### config.mk
export PLATFORM = sky130hd
export DESIGN_NAME = archive_directory_parser_top
export DESIGN_NICKNAME = d
export VERILOG_FILES = /design/src/rtl/core/adp_pkg.sv /design/src/rtl/core/archive_directory_parser_top.sv
export SDC_FILE = /design/constraint.sdc
export NUM_CORES = 1
export LEC_CHECK = 0
export BUFFER_PORTS_ARGS = -buffer_cell sky130_fd_sc_hd__buf_2
export CORE_MARGIN = 2
export CORE_UTILIZATION = 30
export DETAILED_ROUTE_END_ITERATION = 16
export MAX_ROUTING_LAYER = met4
export PLACE_DENSITY = 0.52
export SYNTH_ARGS = -nofsm -noshare
export SYNTH_HDL_FRONTEND = slang
export SYNTH_SLANG_ARGS = --single-unit
export TNS_END_PERCENT = 30
### constraint.sdc
create_clock -name clk -period 11.7 [get_ports clk]
set_clock_uncertainty 0.1 [all_clocks]
set_input_delay 2.34 -clock clk [delete_from_list [all_inputs] [get_ports clk]]
set_output_delay 2.34 -clock clk [all_outputs]
set_load 0.1 [all_outputs]
### src/rtl/core/adp_pkg.sv
// ---------------------------------------------------------------------------
// Archive directory parser package
// Shared widths, result codes, error codes and the result record type.
// ---------------------------------------------------------------------------
package adp_pkg;

	// Field widths.
	localparam int unsigned BYTE_W  = 8;
	localparam int unsigned OFF_W   = 31;
	localparam int unsigned WORD_W  = 32;
	localparam int unsigned KIND_W  = 2;
	localparam int unsigned ERR_W   = 3;
	localparam int unsigned TDATA_W = 80;

	// Directory layout constants.
	localparam logic [OFF_W-1:0] MIN_FILE   = OFF_W'(5);
	localparam logic [OFF_W-1:0] WORD_BYTES = OFF_W'(4);

	// Result kinds.
	localparam logic [KIND_W-1:0] KIND_NAME    = 2'd0;
	localparam logic [KIND_W-1:0] KIND_ENTRY   = 2'd1;
	localparam logic [KIND_W-1:0] KIND_VALID   = 2'd2;
	localparam logic [KIND_W-1:0] KIND_INVALID = 2'd3;

	// Error codes.
	localparam logic [ERR_W-1:0] ERR_NONE      = 3'd0;
	localparam logic [ERR_W-1:0] ERR_SHORT     = 3'd1;
	localparam logic [ERR_W-1:0] ERR_FIRST_OFF = 3'd2;
	localparam logic [ERR_W-1:0] ERR_ORDER     = 3'd3;
	localparam logic [ERR_W-1:0] ERR_END       = 3'd4;
	localparam logic [ERR_W-1:0] ERR_PAST_END  = 3'd5;

	// One result record.
	typedef struct packed {
		logic [KIND_W-1:0] kind;
		logic [BYTE_W-1:0] name_char;
		logic [OFF_W-1:0]  entry_offset;
		logic [OFF_W-1:0]  entry_size;
		logic [ERR_W-1:0]  error_code;
		logic              last;
	} result_t;

	// ASCII uppercase letters map to lowercase; all other bytes pass.
	function automatic logic [BYTE_W-1:0] to_lower(input logic [BYTE_W-1:0] b);
		logic [BYTE_W-1:0] r;
		r = b;
		if (b >= 8'h41 && b <= 8'h5A) begin
			r = b + 8'h20;
		end
		return r;
	endfunction

endpackage

### src/rtl/core/archive_directory_parser_top.sv
// ---------------------------------------------------------------------------
// Archive directory parser
// Checks the directory at the head of an archive byte stream and reports
// lowercased name bytes, entry records and one final verdict.
// ---------------------------------------------------------------------------
// The block takes one archive byte per cycle on the slave stream and keeps
// that rate without a gap unless back pressure holds it: every byte passes
// an input register, one stage of compare and subtract logic that updates
// the parser state and, if it makes a result, an output register; the next
// byte may enter in the very next cycle. The single state-update stage sets
// that one-byte-per-cycle figure. Back pressure on the master stream stalls
// the input only while a byte that produces a result waits for the output
// register. Assert tuser with the byte at file position zero to restart the
// parser; file_size must be written while the block is idle. After the
// verdict (tlast high) later bytes give no result until the next restart.
module archive_directory_parser_top (
	input  logic                            clk,
	input  logic                            arst_n,
	// Configuration: file_size.
	input  logic                            cfg_wr_en,
	input  logic [adp_pkg::OFF_W-1:0]       cfg_wr_data,
	// Input stream.
	input  logic                            s_axis_tvalid,
	output logic                            s_axis_tready,
	input  logic [adp_pkg::BYTE_W-1:0]      s_axis_tdata,   // data_byte
	input  logic                            s_axis_tuser,   // first_byte
	// Output stream.
	output logic                            m_axis_tvalid,
	input  logic                            m_axis_tready,
	// name_char[7:0], entry_offset[38:8], entry_size[69:39],
	// error_code[72:70], zero fill[79:73]
	output logic [adp_pkg::TDATA_W-1:0]     m_axis_tdata,
	output logic [adp_pkg::KIND_W-1:0]      m_axis_tuser,   // result_kind
	output logic                            m_axis_tlast    // last
);

	localparam logic [1:0] PH_OFFSET = 2'd0;
	localparam logic [1:0] PH_NAME   = 2'd1;
	localparam logic [1:0] PH_DONE   = 2'd2;

	localparam int unsigned OW = adp_pkg::OFF_W;
	localparam int unsigned WW = adp_pkg::WORD_W;

	// Configuration register.
	logic [OW-1:0] file_size_q;

	// Input stage.
	logic                        valid_s1;
	logic [adp_pkg::BYTE_W-1:0]  data_s1;
	logic                        first_s1;

	// Parser state.
	logic [1:0]    phase_q;
	logic [1:0]    biw_q;
	logic [WW-1:0] acc_q;
	logic [OW-1:0] first_off_q;
	logic [OW-1:0] prev_off_q;
	logic [OW-1:0] pos_q;

	// Output stage.
	logic              valid_s2;
	adp_pkg::result_t  res_s2;

	// Effective state after an optional restart, and next state.
	logic [1:0]    ph_e, biw_e;
	logic [WW-1:0] acc_e;
	logic [OW-1:0] first_e, prev_e, pos_e;
	logic [1:0]    ph_n, biw_n;
	logic [WW-1:0] acc_n, acc_word;
	logic [OW-1:0] first_n, prev_n, pos_n, pos_inc;
	logic [OW-1:0] sub_a;
	logic [OW-1:0] diff;
	logic          emit;
	adp_pkg::result_t res;

	logic out_free;
	logic adv_s1;

	// Handshake control.
	assign out_free      = !valid_s2 || m_axis_tready;
	assign adv_s1        = valid_s1 && (!emit || out_free);
	assign s_axis_tready = !valid_s1 || adv_s1;

	// Configuration write.
	always_ff @(posedge clk or negedge arst_n) begin
		if (!arst_n) begin
			file_size_q <= '0;
		end else if (cfg_wr_en) begin
			file_size_q <= cfg_wr_data;
		end
	end

	// Input register.
	always_ff @(posedge clk or negedge arst_n) begin
		if (!arst_n) begin
			valid_s1 <= 1'b0;
		end else if (s_axis_tready) begin
			valid_s1 <= s_axis_tvalid;
		end
	end

	always_ff @(posedge clk) begin
		if (s_axis_tready && s_axis_tvalid) begin
			data_s1  <= s_axis_tdata;
			first_s1 <= s_axis_tuser;
		end
	end

	// Parse step: checks, accumulation and the result record.
	always_comb begin
		if (first_s1) begin
			ph_e    = PH_OFFSET;
			biw_e   = '0;
			acc_e   = '0;
			first_e = '0;
			prev_e  = '0;
			pos_e   = '0;
		end else begin
			ph_e    = phase_q;
			biw_e   = biw_q;
			acc_e   = acc_q;
			first_e = first_off_q;
			prev_e  = prev_off_q;
			pos_e   = pos_q;
		end

		pos_inc  = pos_e + OW'(1);
		acc_word = acc_e | (WW'(data_s1) << {biw_e, 3'b000});

		// One subtractor serves both entry sizes.
		sub_a = (acc_word == '0) ? file_size_q : acc_word[OW-1:0];
		diff  = sub_a - prev_e;

		ph_n    = ph_e;
		biw_n   = biw_e;
		acc_n   = acc_e;
		first_n = first_e;
		prev_n  = prev_e;
		pos_n   = pos_inc;
		emit    = 1'b0;
		res     = '0;

		if (ph_e == PH_DONE) begin
			pos_n = pos_e;
		end else if (pos_e == '0 && file_size_q < adp_pkg::MIN_FILE) begin
			emit           = 1'b1;
			ph_n           = PH_DONE;
			res.kind       = adp_pkg::KIND_INVALID;
			res.error_code = adp_pkg::ERR_SHORT;
			res.last       = 1'b1;
		end else if (ph_e == PH_OFFSET && biw_e == '0 && pos_e >= adp_pkg::WORD_BYTES
				&& pos_e >= first_e) begin
			emit           = 1'b1;
			ph_n           = PH_DONE;
			res.kind       = adp_pkg::KIND_INVALID;
			res.error_code = adp_pkg::ERR_END;
			res.last       = 1'b1;
		end else if (pos_e >= file_size_q) begin
			emit           = 1'b1;
			ph_n           = PH_DONE;
			res.kind       = adp_pkg::KIND_INVALID;
			res.error_code = adp_pkg::ERR_PAST_END;
			res.last       = 1'b1;
		end else if (ph_e == PH_NAME) begin
			if (data_s1 == '0) begin
				ph_n  = PH_OFFSET;
				biw_n = '0;
				acc_n = '0;
			end else begin
				emit          = 1'b1;
				res.kind      = adp_pkg::KIND_NAME;
				res.name_char = adp_pkg::to_lower(data_s1);
			end
		end else if (biw_e != 2'd3) begin
			// Still collecting offset bytes.
			acc_n = acc_word;
			biw_n = biw_e + 2'd1;
		end else begin
			acc_n = acc_word;
			biw_n = '0;
			if (pos_e < adp_pkg::WORD_BYTES) begin
				// First offset bounds the directory area.
				if (acc_word[WW-1] || acc_word < WW'(adp_pkg::MIN_FILE)
						|| acc_word[OW-1:0] > file_size_q) begin
					emit           = 1'b1;
					ph_n           = PH_DONE;
					res.kind       = adp_pkg::KIND_INVALID;
					res.error_code = adp_pkg::ERR_FIRST_OFF;
					res.last       = 1'b1;
				end else begin
					first_n = acc_word[OW-1:0];
					prev_n  = acc_word[OW-1:0];
					ph_n    = PH_NAME;
				end
			end else if (acc_word == '0) begin
				// End marker must finish exactly at the first offset.
				emit     = 1'b1;
				ph_n     = PH_DONE;
				res.last = 1'b1;
				if (pos_inc != first_e) begin
					res.kind       = adp_pkg::KIND_INVALID;
					res.error_code = adp_pkg::ERR_END;
				end else begin
					res.kind         = adp_pkg::KIND_VALID;
					res.entry_offset = prev_e;
					res.entry_size   = diff;
				end
			end else if (acc_word[WW-1] || acc_word[OW-1:0] < prev_e
					|| acc_word[OW-1:0] > file_size_q) begin
				emit           = 1'b1;
				ph_n           = PH_DONE;
				res.kind       = adp_pkg::KIND_INVALID;
				res.error_code = adp_pkg::ERR_ORDER;
				res.last       = 1'b1;
			end else begin
				emit             = 1'b1;
				prev_n           = acc_word[OW-1:0];
				ph_n             = PH_NAME;
				res.kind         = adp_pkg::KIND_ENTRY;
				res.entry_offset = prev_e;
				res.entry_size   = diff;
			end
		end
	end

	// Parser state registers.
	always_ff @(posedge clk or negedge arst_n) begin
		if (!arst_n) begin
			phase_q     <= PH_OFFSET;
			biw_q       <= '0;
			acc_q       <= '0;
			first_off_q <= '0;
			prev_off_q  <= '0;
			pos_q       <= '0;
		end else if (adv_s1) begin
			phase_q     <= ph_n;
			biw_q       <= biw_n;
			acc_q       <= acc_n;
			first_off_q <= first_n;
			prev_off_q  <= prev_n;
			pos_q       <= pos_n;
		end
	end

	// Output register.
	always_ff @(posedge clk or negedge arst_n) begin
		if (!arst_n) begin
			valid_s2 <= 1'b0;
		end else if (out_free) begin
			valid_s2 <= adv_s1 && emit;
		end
	end

	always_ff @(posedge clk) begin
		if (out_free && adv_s1 && emit) begin
			res_s2 <= res;
		end
	end

	assign m_axis_tvalid = valid_s2;
	assign m_axis_tuser  = res_s2.kind;
	assign m_axis_tlast  = res_s2.last;
	assign m_axis_tdata  = {7'b0, res_s2.error_code, res_s2.entry_size,
		res_s2.entry_offset, res_s2.name_char};

	// A verdict always leaves the parser in its done phase.
	a_verdict_done: assert property (@(posedge clk) disable iff (!arst_n)
		(adv_s1 && emit && res.last) |=> (phase_q == PH_DONE))
		else $error("parser not done after verdict");

	// The last flag travels only with a verdict kind.
	a_last_kind: assert property (@(posedge clk) disable iff (!arst_n)
		(m_axis_tvalid && m_axis_tlast) |->
		(m_axis_tuser == adp_pkg::KIND_VALID || m_axis_tuser == adp_pkg::KIND_INVALID))
		else $error("last flag on a non-verdict result");

	// Error codes appear only on an invalid verdict.
	a_err_kind: assert property (@(posedge clk) disable iff (!arst_n)
		(m_axis_tvalid && m_axis_tuser != adp_pkg::KIND_INVALID) |->
		(res_s2.error_code == adp_pkg::ERR_NONE))
		else $error("error code on a non-failing result");

endmodule

* Word level (Yosys, flattened, before mapping)
Cells that the tools add are included.
Cells by class: eq/ne operators 4, add/sub/neg operators 4, bitwise logic cells 2, multiplexer cells 82, magnitude comparators 10, reduce and logical (&&, ||, !) cells 29, shift-type cells 1
Operator list (number):
- $mux 31 | 23
- $mux 32 | 7
- $mux 62 | 2
- $mux 66 | 1
- $ge 31x31->1 | 2
- $lt 31x3->1 const B | 2
- $mux 2 | 30
- $logic_not 32->1 | 1
- $lt 32x3->1 const B | 1
- $or 32x32->32 | 1
- $shl 8x5->32 | 1
- $add 31x1->31 const B | 1
- $ge 31x3->1 const B | 1
- $gt 31x31->1 | 1
- $logic_not 31->1 | 1
- $lt 31x31->1 | 1
- $ne 31x31->1 | 1
- $sub 31x31->31 | 1
- $mux 4 | 5
- $reduce_or 6->1 | 2
- $logic_and 1x1->1 | 10
- $mux 1 | 10
- $mux 3 | 3
- $add 8x6->8 const B | 1
- 14 further kinds | 23
Storage, ports and cells: bits of input ports 45, output and inout bits 85, flip-flop bits (word level) 247

* Longest topological paths before layout
Gate-level depths: netlist of run 1.
depth in word-level cells 19, gate-level depth with buffers 24, gate-level depth less buffers 20

* Least setup slack after synthesis of run 1
Ideal clock, no wire load.
path kind reg-to-reg, from register first_s1, to register res_s2, in the netlist m_axis_tdata[0], enable pin, clock period less this slack 7.543 ns, path buffers 8, stages on the path, launching flop included 20, slack 4.157 ns, arrival 6.935 ns, cells stage by stage edfxtp_1 buf_2 buf_2 buf_2 buf_2 buf_2 clkbuf_1 clkbuf_1 clkbuf_1 nor2_1 ha_1 nand4_1 nor4_1 inv_1 a211oi_1 nor2_1 a31o_2 nand2_1 nand2_1 nor2_1
Between the ends: longest elaborated chain between the ends 19
RTL lines:
- start: declaration | RTL line archive_directory_parser_top.sv:50 | logic first_s1;
- start signal: assignment | RTL line archive_directory_parser_top.sv:105 | first_s1 <= s_axis_tuser;
- $mux 2 | RTL line archive_directory_parser_top.sv:111 | if (first_s1) begin
- $shl 8x5->32 | RTL line archive_directory_parser_top.sv:128 | acc_word = acc_e | (WW'(data_s1) << {biw_e, 3'b000});
- $or 32x32->32 | RTL line archive_directory_parser_top.sv:128
- $lt 32x3->1 | RTL line archive_directory_parser_top.sv:183 | if (acc_word[WW-1] || acc_word < WW'(adp_pkg::MIN_FILE)
- $logic_or 1x1->1 | RTL line archive_directory_parser_top.sv:183
- $logic_or 1x1->1 | RTL line archive_directory_parser_top.sv:184 | || acc_word[OW-1:0] > file_size_q) begin
- $mux 1 | RTL line archive_directory_parser_top.sv:183
- $mux 1 | RTL line archive_directory_parser_top.sv:181 | if (pos_e < adp_pkg::WORD_BYTES) begin
- [3 not listed]
- $mux 1 | RTL line archive_directory_parser_top.sv:151 | end else if (ph_e == PH_OFFSET && biw_e == '0 && pos_e >= adp_pkg::WORD_BYTES
- $mux 1 | RTL line archive_directory_parser_top.sv:145 | end else if (pos_e == '0 && file_size_q < adp_pkg::MIN_FILE) begin
- $mux 1 * | RTL line archive_directory_parser_top.sv:143 | if (ph_e == PH_DONE) begin
- $logic_not 1->1 | RTL line archive_directory_parser_top.sv:81 | assign adv_s1 = valid_s1 && (!emit || out_free);
- $logic_or 1x1->1 | RTL line archive_directory_parser_top.sv:81
- $logic_and 1x1->1 | RTL line archive_directory_parser_top.sv:81
- $logic_and 1x1->1 | RTL line archive_directory_parser_top.sv:255 | if (out_free && adv_s1 && emit) begin
- $logic_and 1x1->1 * | RTL line archive_directory_parser_top.sv:255
- end signal: assignment | RTL line archive_directory_parser_top.sv:256 | res_s2 <= res;
- end: declaration | RTL line archive_directory_parser_top.sv:62 | adp_pkg::result_t res_s2;
Mark *: on every way between the ends. The rest lies on a longest branch, timed or not. A chain may end at the register's enable or synchronous reset.

* Worst setup path in the final report of run 1
from register first_s1, to output port s_axis_tready
Between the ends: longest elaborated chain between the ends 18
RTL lines:
- $mux 2 | RTL line archive_directory_parser_top.sv:111
- $shl 8x5->32 | RTL line archive_directory_parser_top.sv:128
- $or 32x32->32 | RTL line archive_directory_parser_top.sv:128
- $lt 32x3->1 | RTL line archive_directory_parser_top.sv:183
- $logic_or 1x1->1 | RTL line archive_directory_parser_top.sv:183
- $logic_or 1x1->1 | RTL line archive_directory_parser_top.sv:184
- $mux 1 | RTL line archive_directory_parser_top.sv:183
- $mux 1 | RTL line archive_directory_parser_top.sv:181
- [2 not listed]
- $mux 1 | RTL line archive_directory_parser_top.sv:158 | end else if (pos_e >= file_size_q) begin
- $mux 1 | RTL line archive_directory_parser_top.sv:151
- $mux 1 | RTL line archive_directory_parser_top.sv:145
- $mux 1 * | RTL line archive_directory_parser_top.sv:143
- $logic_not 1->1 * | RTL line archive_directory_parser_top.sv:81
- $logic_or 1x1->1 * | RTL line archive_directory_parser_top.sv:81
- $logic_and 1x1->1 * | RTL line archive_directory_parser_top.sv:81
- $logic_or 1x1->1 * | RTL line archive_directory_parser_top.sv:82 | assign s_axis_tready = !valid_s1 || adv_s1;
- end: declaration | RTL line archive_directory_parser_top.sv:24 | output logic s_axis_tready,
Marks and branches as above.

==> results by group, run 1 <==
Status
  – Status: completed

Routing
  – Wire per inst: 20.3 um
  – Antenna viol nets, final: 0
  – Via Count: 13800
  – Vias/cell: 5.22
  – Drt initial violations: 875
  – Remaining DRCs: 0
  – Drt total wl: 53.8 mm
  – Drt pass-1 iters: 5

Yosys
  – Cell Area, Synth: 16800 um2
  – Synth area leaders: dfrtp_1 24%, edfxtp_1 15%, ha_1 12%
  – Async SR Flop Fraction: 65.9%
  – Flops & latches, synth: 246
  – Ys Warns: 0
  – Top-count cell post-synth: dfrtp_1
  – EDFF count, synth: 84
  – Synth Area per Inst: 9.35 um2
  – Synth top area share: 24.1%
  – Sequential area share after synthesis: 39.1%
  – Top cells by count, synth: 162 x dfrtp_1, 157 x ha_1, 148 x nand2_1, 115 x a21oi_1, 103 x o21ai_0
  – Cells after synthesis: 1800
  – Main synth FF type: dfrtp_1
  – Count of different cell masters after synthesis: 79
  – Largest area contributor in the netlist: dfrtp_1

GRT
  – Gr ovfl total: 0
  – Met3 global-route usage: 1.97%
  – Largest net degree at the start of global routing: 190
  – Vias in the first global route: 13600
  – Global routing's busiest layer: met2
  – Met1 usage: 25.0%
  – M2 GR Usage: 31.2%
  – Overall global routing resource usage: 19.0%
  – Initial antenna violation count: 0
  – First-pass GRT wire length: 82.2 mm

Timing
  – Final period util: 67.4%
  – Fin. Hold Viols: 0
  – Fmax achieved: 127 MHz
  – Post-layout worst setup margin: 3820 ps
  – Worst slew margin relative to its limit: 10.7%
  – RSZ-0062 raised after global routing: false
  – Hold_ws: 397 ps
  – Setup TNS: 0 ps
  – Max Slew Vio Count: 0
  – Setup Viol. Count Final: 0
  – Worst Tran Pin Value: 1340 ps
  – Period minus WS final: 7880 ps

Clock tree
  – H-tree Lvls: 1
  – Clock root cell: clkbuf_16
  – Clock sinks: 246
  – Clk_lat worst skew: 580 ps
  – Hold buffers post-CTS: 0
  – CTS tree: yes
  – Inserted Clock Buffers: 29
  – Clock Path Buffers: 3
  – Post-CTS sizing: 0
  – Post-CTS setup buffer count: 0
  – Clk slew on worst S/H paths: 60 ps

Floorplanning
  – Num ports: 130
  – # rows: 86
  – Die Ht: 241 um
  – Die W: 241 um
  – Die ar.: 58000 um2
  – Starting density of the core: 30.4%
  – Core area: 55300 um2

Finish
  – Number of diodes: 0
  – Layout cell share with drive strength beyond 1: 11.8%
  – Area Growth Syn to Fin: 13.8%
  – Final core occ: 34.6%
  – Number of fill cells: 5739
  – # nets final: 2083

Worst setup path
  – CP Capture Type: output pin
  – Required time of the worst setup path: 9260 ps
  – Master of the slowest instance on the critical path: nor2b_1
  – Slowest stage delay, CP: 820 ps
  – Worst path arrival time: 5440 ps
  – Startpoint types: flop
  – Critical path cell sequence: buf_12 > nor2b_1 > ha_1 > nand3_1 > nor3_1 > a2111oi_0 > a211oi_1 > o31ai_1 > and4b_1 > nand2_1 > nand2_1 > nand2b_1 > buf_2
  – Crit path top cell by count: nand2_1
  – Crit Path Category: flop to output pin
  – Critical Path Fanout Max: 189

Power
  – Clock power frac: 22.0%
  – Sw Share: 46.3%
  – Lkg Pwr: 8.39 nW
  – PwrDens: 229 nW/um2
  – Register share of total power: 29.0%
  – Net load switching power: 2.03 mW
  – VDD IR max: 0.106 mV
  – Pint: 2.35 mW
  – Logic gate share of total power: 49.0%

Placement
  – Post-DP HPWL: 41.0 mm
  – Dpl ws: 4490 ps
  – Port buffer count: 122
  – GPL Wtd Cong: 0.939

Flow run
  – Maxcap violations: 0

Hold path
  – HP Class: flop to flop
==> power by group through the flow <==
stage	logic (mW)	clock network [mW]	registers [mW]
floorplan	1.28	0	1.59
global placement	2.12	0	1.28
detailed placement	2.14	0	1.28
CTS	2.15	0.988	1.27
global route	2.35	1.02	1.30
finish	2.15	0.963	1.27
==> critical path: cells and delay by family, from the launching register on <==
family,cells,cell delay [ps]
simple gates,7,1850
compound gates,3,1310
buf+inv,2,690
flops,1,410
fa+ha+maj,1,390
==> sequential cells by signal (all words and copies together), names as in the netlist, 2 cells and up <==
signal and flops:
m_axis_tuser 2, m_axis_tdata 73, first_off_q 31, file_size_q 31, pos_q 31, prev_off_q 31, biw_q 2, data_s1 8
phase_q 2, acc_q 32
==> cell families after synthesis <==
family          after synthesis  share of synthesized area [%]
flops                       246                           39.1
mux                           7                          0.461
xor+xnor                     67                           3.58
fa+ha+maj                   158                           11.8
buf+inv                     174                           4.46
other cells                   1                         0.0223
compound gates              478                           19.1
simple gates                669                           21.5
==> layer usage <==
layer / wire length (um) / up-vias
li1: - / 6735
met2: 25600 / 314
met4: 1320 / 0
met1: 24700 / 6740
met5: 0 / -
met3: 2190 / 57
==> worst paths after layout <==
check                              start                to  slack (ps)  cells past startpoint
min in group asynchronous         arst_n         pos_q[27]        1590                      1
worst min register to register  acc_q[6]          acc_q[6]         400                      2
worst max register to register  first_s1  m_axis_tdata[64]        4660                     21
worst max-delay path            first_s1     s_axis_tready        3820                     13
max in group asynchronous         arst_n   file_size_q[13]        7880                      3
worst min-delay path            acc_q[6]          acc_q[6]         400                      2
==> per-stage QoR <==
stage	instances	power [mW]	area (um2)
final	2650	4.38	19200
after global routing	2650	4.66	19200
after CTS	2650	4.41	19200
after detailed placement	2597	3.42	18100
after global placement	2597	3.41	18100
after floorplan	1806	2.87	16800
==> cell type report <==
class | instances | area [um2] | share of cell area [%]
Inverter | 70 | 263 | 1.37
Timing Repair Buffer | 147 | 817 | 4.27
Clock inverter | 22 | 274 | 1.43
Sequential cell | 246 | 6580 | 34.3
Clock buffer | 31 | 733 | 3.83
Tap cell | 748 | 936 | 4.89
Multi-Input combinational cell | 1386 | 9560 | 49.9
==> placed cells by master (no fill, tap or decap), drive strengths merged, types with 22 or more instances in the layout <==
master / netlist / layout
a21o: 33 / 33
a21oi: 115 / 115
a22o: 90 / 90
and2: 73 / 73
buf: 47 / 147
clkbuf: 57 / 31
dfrtp: 162 / 162
edfxtp: 84 / 84
ha: 157 / 157
inv: 70 / 71
nand2: 148 / 148
nand2b: 79 / 79
nand3: 43 / 43
nand4: 36 / 36
nor2: 99 / 99
nor2b: 48 / 48
nor3: 39 / 39
nor4: 22 / 22
o21ai: 107 / 107
xnor2: 44 / 44
xor2: 22 / 22
No activity file was read; power rests on OpenSTA's default activity.
==> inputs of run 2 (changes only) <==
- clock period: 11.7 -> 7.9 ns (I/O delays scaled with it)
==> results by group, run 2 (synthesis results as in run 1) <==
Timing
  – Fmax achieved: 136 MHz
  – Setup TNS: 0 ps
  – RSZ-0062 raised after global routing: false
  – Worst slew margin relative to its limit: 32.7%
  – Period minus WS final: 7330 ps
  – Final period util: 92.8%
  – Max Slew Vio Count: 0
  – Post-layout worst setup margin: 566 ps
  – Worst Tran Pin Value: 1010 ps
  – Setup Viol. Count Final: 0
  – Fin. Hold Viols: 0

Clock tree
  – Clock root cell: clkbuf_16
  – Clock sinks: 246
  – Hold buffers post-CTS: 0
  – H-tree Lvls: 1
  – Post-CTS sizing: 0
  – CTS tree: yes
  – Clock Path Buffers: 3
  – Post-CTS setup buffer count: 0
  – Clk slew on worst S/H paths: 60 ps
  – Clk_lat worst skew: 570 ps
  – Inserted Clock Buffers: 29

Power
  – Logic gate share of total power: 49.3%
  – Lkg Pwr: 8.40 nW
  – PwrDens: 336 nW/um2
  – Pint: 3.46 mW
  – VDD IR max: 0.179 mV
  – Net load switching power: 2.97 mW
  – Clock power frac: 21.5%
  – Sw Share: 46.2%
  – Register share of total power: 29.2%

Floorplanning
  – Core area: 55300 um2
  – Die Ht: 241 um
  – Starting density of the core: 30.4%
  – # rows: 86
  – Die W: 241 um
  – Num ports: 130
  – Die ar.: 58000 um2

Routing
  – Remaining DRCs: 0
  – Wire per inst: 20.1 um
  – Vias/cell: 5.23
  – Drt total wl: 53.4 mm
  – Via Count: 13900
  – Drt pass-1 iters: 5
  – Drt initial violations: 1006
  – Antenna viol nets, final: 0

Worst setup path
  – Startpoint types: flop
  – Crit path top cell by count: nand2_1
  – Worst R2R End: m_axis_tdata[69]
  – CP Capture Type: output pin
  – Crit Path Category: flop to output pin
  – Flop2flop setup slack: 1050 ps
  – Critical path cell sequence: buf_4 > o21bai_1 > a21boi_0 > inv_1 > ha_1 > nand2_1 > nor3_1 > nor4bb_1 > a22oi_1 > nor2_1 > buf_4 > a31o_2 > nand2_1 > nand2_1 > nand2b_1 > buf_2
  – Worst path arrival time: 5650 ps
  – Required time of the worst setup path: 6220 ps
  – Slowest stage delay, CP: 760 ps
  – CP top delay family: simple AND/OR/NAND/NOR gates
  – Buffers plus inverters on the worst setup path: 4
  – Worst r2r path cells: 20
  – Master of the slowest instance on the critical path: nor4bb_1
  – Worst flop-to-flop path startpoint: first_s1
  – Critical Path Fanout Max: 22

Status
  – Status: completed

GRT
  – Initial antenna violation count: 0
  – Largest net degree at the start of global routing: 88
  – Vias in the first global route: 13600
  – Overall global routing resource usage: 18.8%
  – Gr ovfl total: 0
  – First-pass GRT wire length: 82.0 mm

Finish
  – Final Non-Filler Cells: 2659
  – Max reg flops: 73
  – Area Growth Syn to Fin: 14.0%
  – Most frequent cells in the layout: 162 x dfrtp_1, 157 x ha_1, 148 x nand2_1, 121 x buf_2, 115 x a21oi_1
  – Finished Cell Area: 19200 um2
  – Number of fill cells: 5727
  – Most common cell after layout, fill and taps aside: dfrtp_1
  – Layout cell share with drive strength beyond 1: 11.8%
  – # nets final: 2091

Flow run
  – Maxcap violations: 0

Placement
  – Dpl ws: 1160 ps
  – Post-DP HPWL: 41.0 mm
  – Port buffer count: 122
  – GPL Wtd Cong: 0.947
  – Placed Cells incl. Taps: 2605
  – Placement-stage cell area: 18200 um2

Hold path
  – Hold-critical path depth: 2
  – HP Class: flop to flop
  – Hold endpoint: acc_q[5]
  – Hold path startpoint: acc_q[5]
## run 2: cell count changes in the layout (fill, tap and decap cells not counted)
cell,change
clkbuf_1,+1
inv_6,+1
diode_2,+1
clkinv_1,+7
buf_4,+7
clkbuf_8,+1
buf_12,+1
clkinv_4,-6
clkinv_2,-3
bufinv_16,-1
## run 2: per-stage QoR
step                total power [mW]  hold WS [ps]  util [%]
floorplan                       4.24           349         -
global placement                5.05           368      32.9
detailed placement              5.07           380      32.9
CTS                             6.47           396      34.7
global route                    6.85           411      34.7
finish                          6.44           398      34.7
## run 2: worst max-delay path by stage
stage	endpoint	start	depth (start not counted)
4_1_cts	s_axis_tready	first_s1	16
3_5_place_dp	s_axis_tready	first_s1	16
6_report	s_axis_tready	first_s1	16
2_1_floorplan	m_axis_tdata[0]	first_s1	19
5_1_grt	s_axis_tready	first_s1	16
3_3_place_gp	s_axis_tready	first_s1	16
## run 2: layer usage
metal | track usage (%) | up-vias | share of wire [%]
met5 | - | - | 0
met4 | 4.10 | 0 | 2.2
met3 | 2.10 | 67 | 4.3
met2 | 30.9 | 322 | 48
met1 | 25.1 | 6750 | 46
li1 | - | 6764 | -
## run 2: worst register-to-register path: cells and delay by family (launching register included)
| family | cells | cell delay [ps] |
|---|---|---|
| and+or+nand+nor | 7 | 2580 |
| DFF | 1 | 720 |
| buffers and inverters | 2 | 620 |
| adders and majority gates | 1 | 290 |
| AOI/OAI and AO/OA | 9 | 2180 |
| xor gates and xnor gates | 1 | 110 |
## run 2: area by class of cell
class | count | area, um2 | area share, %
diodes | 1 | 2.50 | 0.0130
clock buffers | 33 | 751 | 3.91
clock inverters | 20 | 211 | 1.10
inverters | 70 | 263 | 1.37
multi-input cells | 1386 | 9560 | 49.8
flip-flops and latches | 246 | 6580 | 34.3
well taps | 748 | 936 | 4.88
repair buffers | 155 | 890 | 4.64
## run 2: power by group through the flow
stage | logic (mW) | clock network [mW] | registers, mW
floorplan | 1.89 | 0 | 2.35
global placement | 3.15 | 0 | 1.90
detailed placement | 3.17 | 0 | 1.90
CTS | 3.18 | 1.42 | 1.88
global route | 3.46 | 1.47 | 1.92
finish | 3.17 | 1.38 | 1.88
